--- config.mk ---
export PLATFORM = sky130hd
export DESIGN_NAME = sils_cell
export DESIGN_NICKNAME = d
export VERILOG_FILES = /design/src/hdl/sils_pkg.sv /design/src/hdl/sils_cell.sv
export SDC_FILE = /design/constraint.sdc
export NUM_CORES = 1
export LEC_CHECK = 0
export ABC_AREA = 1
export BUFFER_PORTS_ARGS = -buffer_cell sky130_fd_sc_hd__buf_2
export CELL_PAD_IN_SITES_DETAIL_PLACEMENT = 0
export CELL_PAD_IN_SITES_GLOBAL_PLACEMENT = 1
export CORE_MARGIN = 1
export CORE_UTILIZATION = 25
export CTS_CLUSTER_DIAMETER = 150
export DETAILED_ROUTE_END_ITERATION = 16
export GPL_ROUTABILITY_DRIVEN = 0
export PLACE_DENSITY_LB_ADDON = 0.1
export SYNTH_ARGS = -nofsm -noshare
export SYNTH_HDL_FRONTEND = slang
export SYNTH_SLANG_ARGS = --single-unit
--- constraint.sdc ---
create_clock -name i_clk -period 0.8 [get_ports i_clk]
set_clock_uncertainty 0.05 [all_clocks]
set_input_delay 0.08 -clock i_clk [delete_from_list [all_inputs] [get_ports i_clk]]
set_output_delay 0.08 -clock i_clk [all_outputs]
set_load 0.02 [all_outputs]
--- src/hdl/sils_pkg.sv ---
package sils_pkg;

    localparam int MAX_DIM_DEF = 16;
    localparam int DIM_HARD    = 16;
    localparam int DIM_W       = 5;
    localparam int CFG_IDX_W   = 2;

    localparam logic [15:0] STEP_RST = 16'd655;
    localparam logic [31:0] TOL_RST  = 32'd429497;
    localparam logic [15:0] CAP_RST  = 16'hFFFF;
    localparam logic [4:0]  SIZE_RST = 5'd16;

    // request codes
    localparam logic [1:0] REQ_MAT   = 2'd0;
    localparam logic [1:0] REQ_RHS   = 2'd1;
    localparam logic [1:0] REQ_START = 2'd2;

    // register indexes
    localparam logic [CFG_IDX_W-1:0] CFG_STEP = 2'd0;
    localparam logic [CFG_IDX_W-1:0] CFG_TOL  = 2'd1;
    localparam logic [CFG_IDX_W-1:0] CFG_CAP  = 2'd2;
    localparam logic [CFG_IDX_W-1:0] CFG_SIZE = 2'd3;

    typedef struct packed {
        logic clear;
        logic shift;
        logic push;
        logic commit;
    } t_cell_ctl;

    function automatic logic signed [63:0] sat_add_s64(
        input logic signed [63:0] a, input logic signed [63:0] b);
        logic signed [64:0] s;
        s = 65'(a) + 65'(b);
        if (s[64] != s[63])
            return s[64] ? {1'b1, 63'd0} : {1'b0, {63{1'b1}}};
        return s[63:0];
    endfunction

    function automatic logic [63:0] sat_add_u64(input logic [63:0] a, input logic [63:0] b);
        logic [64:0] s;
        s = 65'(a) + 65'(b);
        return s[64] ? {64{1'b1}} : s[63:0];
    endfunction

    function automatic logic signed [31:0] sat32(input logic signed [63:0] v);
        if (v > 64'sd2147483647) return 32'sh7FFFFFFF;
        if (v < -64'sd2147483648) return 32'sh80000000;
        return v[31:0];
    endfunction

endpackage

--- src/hdl/sils_cell.sv ---
module sils_cell import sils_pkg::*; (
    input  logic               i_clk,
    input  t_cell_ctl          i_ctl,
    input  logic signed [31:0] i_x,
    input  logic signed [31:0] i_xn,
    output logic signed [31:0] o_x,
    output logic signed [31:0] o_xn
);

    logic signed [31:0] r_x;
    logic signed [31:0] r_xn;

    // current estimate rotates around the ring, next estimate fills from the tail
    always_ff @(posedge i_clk) begin
        if (i_ctl.clear) begin
            r_x <= '0;
        end else if (i_ctl.commit) begin
            r_x <= r_xn;
        end else if (i_ctl.shift) begin
            r_x <= i_x;
        end
        if (i_ctl.push) begin
            r_xn <= i_xn;
        end
    end

    assign o_x  = r_x;
    assign o_xn = r_xn;

endmodule

==> flow_summary.json, run 1 <==
{
  "ys_seq_area_share_pct": 62.1,
  "rsz0062_at_grt": "true",
  "fmax_mhz": 940,
  "failed_checks": "setup timing",
  "crit_required_ns": 0.67,
  "path_cells": "buf_6",
  "nets": 555,
  "tns_ns": -13.52,
  "pre_cts_ws_ns": -0.121,
  "grt_pass1_wl_um": 12600,
  "drive_above_1_share_pct": 57.6,
  "diodes": 0,
  "n_fill_cell": 946,
  "synth.top_cell.area_share_pct": 37.3,
  "cp_max_fo": 2,
  "dr.first_iter.drc_count": 53,
  "ys_ff_latch": 64,
  "die_y_um": 104,
  "timing.max_cap.violations": 0,
  "p_per_area_nw_per_um2": 1740,
  "slowest_delay_ns": 0.44,
  "post_drt_wl_per_cell_um": 12.8,
  "tightestPinTransition_ns": 0.313,
  "seq_area_sq_um": 1640,
  "ys_types": 13,
  "yosysWarnings": 0,
  "hold_class": "in2reg",
  "slew_viol_final": 0,
  "syn_area_sq_um": 2580,
  "dr.pass1.iters": 4,
  "io_buffers": 132,
  "cts_tree": "done",
  "cts_sinks": 64,
  "finalWirelength_um": 7990,
  "syn_to_final_growth_pct": 90.7,
  "route.antenna.remaining_nets": 0,
  "drc": 0,
  "synthesis.nets": 345,
  "row_count": 36,
  "crit_buf_inv": 1,
  "clk_latency_ns": 0.33,
  "ioPinCount": 133,
  "finalCritPeriodShare_pct": 133,
  "slew-limit-headroom_pct": 79.1,
  "initial_core_util_pct": 26.1,
  "syn_area_per_cell_sq_um": 9.34,
  "htree_levels": 3,
  "numCtsBuffers": 9,
  "antenna_found_initial": 0,
  "core_area_sq_um": 9860,
  "max-vdd-ir-drop_v": 0.000802,
  "grt_start_max_net_pins": 33,
  "multiInputGateArea_sq_um": 926,
  "setup-violations-final": 90,
  "critPathLaunchType": "flip-flop",
  "die_w_um": 104,
  "setup_ws_ns": -0.264,
  "path_class": "reg2out",
  "p_leak_nw": 2.51,
  "worstSetupEndpointType": "output pin",
  "clockBufferDepth": 2,
  "status": "finished, violations left",
  "syn_inst": 276,
  "dieArea_sq_um": 10700,
  "vias": 2596,
  "cts_root_buffer": "clkbuf_8",
  "reg2reg_slack_ns": -0.22,
  "grt-ovfl-total": 0,
  "yosys-top-cells-area": "edfxtp_1, dfxtp_1, nand2_1",
  "grt_usage_pct": 15.1,
  "hold_viol_final": 0,
  "slowest_stage": "edfxtp_1",
  "holdWs_ns": 0.0212,
  "synth_top_cell_by_area": "edfxtp_1",
  "path_delay_family": "flip-flops",
  "min_period_ns": 1.06,
  "worstPathArrival_ns": 0.93,
  "vias_per_cell": 4.16,
  "path_clk_slew_ns": 0.07,
  "dp_hpwl_um": 5100,
  "first_global_vias": 2632
}
-- cells in the mapped netlist --
cell type  instances
nand2_1           86
nand3_1           64
inv_1             33
dfxtp_1           32
edfxtp_1          32
nand2_2           10
buf_2              6
buf_4              5
buf_6              3
buf_1              2
buf_8              1
inv_2              1
nor2_8             1
-- logic make-up after synthesis --
group / synth area share, %
buffers and inverters: 9.75
DFF: 62.1
and+or+nand+nor: 28.1
-- stage by stage --
step           instance area (sq um)  utilization (%)  std cells  total power, W
2_1_floorplan                   2580                -        276         0.00459
3_3_place_gp                    3470             35.2        538         0.00520
3_5_place_dp                    3470             35.2        538         0.00520
4_1_cts                         4580             46.5        618         0.00846
5_1_grt                         4920             49.9        624         0.00898
6_report                        4920             49.9        624         0.00856
-- sequential cells by signal, indices dropped and copies added, names as in the netlist --
signal / flops
o_x: 32
o_xn: 32
-- worst paths after layout --
check                 from       end  depth (start not counted)
hold reg to reg    o_x[31]   o_x[31]                          4
hold / removal     i_x[31]   o_x[31]                          5
setup / recovery  o_xn[19]  o_xn[19]                          1
setup reg to reg   o_xn[1]    o_x[1]                          6
-- power breakdown --
part | switching [W] | internal (W) | total, W
clock network | 0.00124 | 0.00141 | 0.00265
logic | 0.000921 | 0.00108 | 0.00200
registers | 0.000174 | 0.00373 | 0.00391
total | 0.00233 | 0.00622 | 0.00856
-- layer usage --
metal	wire, um	track usage (%)	part of all wire (%)
met5	0	0	0
met4	113	5.80	1.4
met3	440	5.03	5.5
met2	3920	26.0	49
met1	3520	17.4	44
-- area by class of cell --
cell class                      count  area share (%)
Sequential cell                    64            33.4
Inverter                           34            2.59
Tap cell                          133            3.38
Clock buffer                       11            2.67
Multi-Input combinational cell    161            18.8
Timing Repair Buffer              216            38.2
Clock inverter                      5           0.967
-- layout by cell type, fill, tap and decap left out --
cell / Yosys / routed
buf_12: 0 / 7
buf_2: 6 / 77
buf_4: 5 / 24
buf_6: 3 / 73
bufinv_16: 0 / 1
clkbuf_1: 0 / 2
clkbuf_8: 0 / 9
clkinv_1: 0 / 2
clkinv_2: 0 / 2
dfxtp_2: 0 / 32
dlygate4sd3_1: 0 / 35
edfxtp_1: 32 / 32
inv_1: 33 / 33
inv_2: 1 / 1
nand2_1: 86 / 62
nand2_2: 10 / 28
nand2_4: 0 / 6
nand3_1: 64 / 42
nand3_2: 0 / 22
nor2_8: 1 / 1
-- timing repair --
item | CTS | global route
buffers inserted | 29 | 9
setup endpoints to repair | 65 | 96
hold buffers | 35 | 0
pin swaps | 1 | 4
endpoints found under the hold margin | 35 | 0
gates resized for setup | 135 | 77
-- tightest hold or removal path, delay by kind of cell --
kind / cells / cell delay (ns)
AND/OR/NAND/NOR: 3 / 0.19
buffers and inverters: 2 / 0.12
(Power assumes the default switching activity.)
==> inputs of run 2 (changes only) <==
Settings changed: CTS_BUF_LIST set to sky130_fd_sc_hd__clkbuf_8, MAX_ROUTING_LAYER set to met4.
==> run 2 against run 1 <==
Net effect: the run still ends with setup timing left; global-route usage grew 0.44 points; non-clock buffer count is the same; combinational power barely moved; sequential share of layout area is the same; clock power is essentially flat; cell count unchanged; via count up 0.31%; total power down 0.18%; fmax decreased by 0.19%; setup slack worse by 0.0020 ns; sequential cell count unchanged; critical path type unchanged; critical endpoint unchanged.
==> flow_summary.json, run 2 (same netlist as run 1, synthesis figures left out) <==
{
  "status": "finished, violations left",
  "failed_checks": "setup timing",
  "numCtsBuffers": 9,
  "path_clk_slew_ns": 0.07,
  "route.antenna.remaining_nets": 0,
  "r2r_cells": 6,
  "vias": 2604,
  "clk_latency_ns": 0.34,
  "core_area_sq_um": 9860,
  "p_per_area_nw_per_um2": 1740,
  "slew_viol_final": 0,
  "syn_to_final_growth_pct": 90.7,
  "hold_viol_final": 0,
  "post_drt_wl_per_cell_um": 12.8,
  "r2r_end": "o_x[1]",
  "cts_root_buffer": "clkbuf_8",
  "final_cell_mix": "buf_2, buf_6, nand2_1",
  "slowest_stage": "edfxtp_1",
  "die_w_um": 104,
  "grt_start_max_net_pins": 33,
  "nets": 555,
  "setup_ws_ns": -0.266,
  "die_y_um": 104,
  "vias_per_cell": 4.17,
  "multiInputGateArea_sq_um": 926,
  "grt-ovfl-total": 0,
  "ioPinCount": 133,
  "min_delay_worst_endpoint": "o_x[22]",
  "finish.instance_area_sq_um": 4920,
  "grt_usage_pct": 15.6,
  "tightestPinTransition_ns": 0.315,
  "min_from": "i_x[22]",
  "first_global_vias": 2631,
  "path_cells": "buf_6",
  "antenna_found_initial": 0,
  "dp_hpwl_um": 5100,
  "tns_ns": -13.70,
  "drive_above_1_share_pct": 57.6,
  "fmax_mhz": 938,
  "critPathLaunchType": "flip-flop",
  "cts_tree": "done",
  "diodes": 0,
  "holdPathStages": 5,
  "slew-limit-headroom_pct": 79.0,
  "place_area_sq_um": 3470,
  "row_count": 36,
  "dr.pass1.iters": 4,
  "place_inst": 538,
  "n_fill_cell": 946,
  "io_buffers": 132,
  "worstSetupEndpointType": "output pin",
  "initial_core_util_pct": 26.1,
  "timing.rr.start": "o_xn[1]",
  "path_class": "reg2out",
  "path_delay_family": "flip-flops",
  "rsz0062_at_grt": "true",
  "stdcell_count": 624,
  "slowest_delay_ns": 0.44,
  "timing.max_cap.violations": 0,
  "min_period_ns": 1.07,
  "cp_max_fo": 2,
  "seq_area_sq_um": 1640,
  "dieArea_sq_um": 10700,
  "worstPathArrival_ns": 0.94,
  "htree_levels": 3,
  "dr.first_iter.drc_count": 57,
  "max-vdd-ir-drop_v": 0.000801,
  "setup-violations-final": 90,
  "drc": 0,
  "finalWirelength_um": 8000,
  "clockBufferDepth": 2,
  "p_leak_nw": 2.52,
  "crit_required_ns": 0.67,
  "cp.depth": 1,
  "pre_cts_ws_ns": -0.121,
  "hold_class": "in2reg",
  "power.total_w": 0.00854,
  "reg2reg_slack_ns": -0.22,
  "cts_sinks": 64,
  "crit_buf_inv": 1,
  "grt_pass1_wl_um": 12600,
  "finalCritPeriodShare_pct": 133,
  "final_common_cell": "buf_2"
}
run 2: cell types whose count changed in the layout (fill, tap and decap cells not counted):
cell | previous run | this run
clkbuf_1 | 2 | 0
inv_1 | 33 | 35
run 2: metrics by stage:
stage,util (%),hold WS (ns)
after detailed placement,35.2,0.208
after global placement,35.2,0.206
after global routing,49.9,0.0227
final,49.9,0.0188
after CTS,46.5,0.00104
after floorplan,-,0.129
run 2: worst register-to-register path: stages (launching register included):
cell and delay, ns:
edfxtp_1 0.43, buf_4 0.16, buf_6 0.10, nand2_2 0.05, nand3_2 0.05, nand2_1 0.05, inv_1 0.03
run 2: timing repair:
| action | CTS | global route |
|---|---|---|
| hold buffers | 35 | 0 |
| pin swaps | 1 | 4 |
| setup endpoints to repair | 65 | 96 |
| buffers inserted | 29 | 9 |
| hold endpoints to repair | 35 | 0 |
| gates cloned | 0 | 0 |
| gates resized for setup | 135 | 77 |
run 2: power by group:
| part | internal (W) | total, W | switching (W) |
|---|---|---|---|
| clock network | 0.00139 | 0.00263 | 0.00125 |
| logic | 0.00108 | 0.00200 | 0.000921 |
| registers | 0.00373 | 0.00391 | 0.000174 |
| total | 0.00620 | 0.00854 | 0.00234 |
run 2: final cells by class:
class                           count  area share [%]
Timing Repair Buffer              216            38.2
Clock buffer                        9            2.52
Multi-Input combinational cell    161            18.8
Tap cell                          133            3.38
Sequential cell                    64            33.4
Clock inverter                      7            1.12
Inverter                           34            2.59
run 2: metal layers:
layer | vias up | global-route usage [%] | share of wire (%)
met5 | - | - | 0
met4 | 0 | 5.80 | 1.4
met3 | 10 | 4.03 | 4.5
met1 | 1214 | 18.0 | 45
li1 | 1298 | - | -
met2 | 82 | 26.0 | 49
run 2: worst max-delay path by stage:
stage	startpoint	end
after floorplan	o_xn[0]	o_x[0]
after global placement	i_ctl[0]	o_x[6]
after detailed placement	i_ctl[0]	o_x[20]
after CTS	o_xn[1]	o_xn[1]
after global routing	o_xn[19]	o_xn[19]
final	o_xn[19]	o_xn[19]
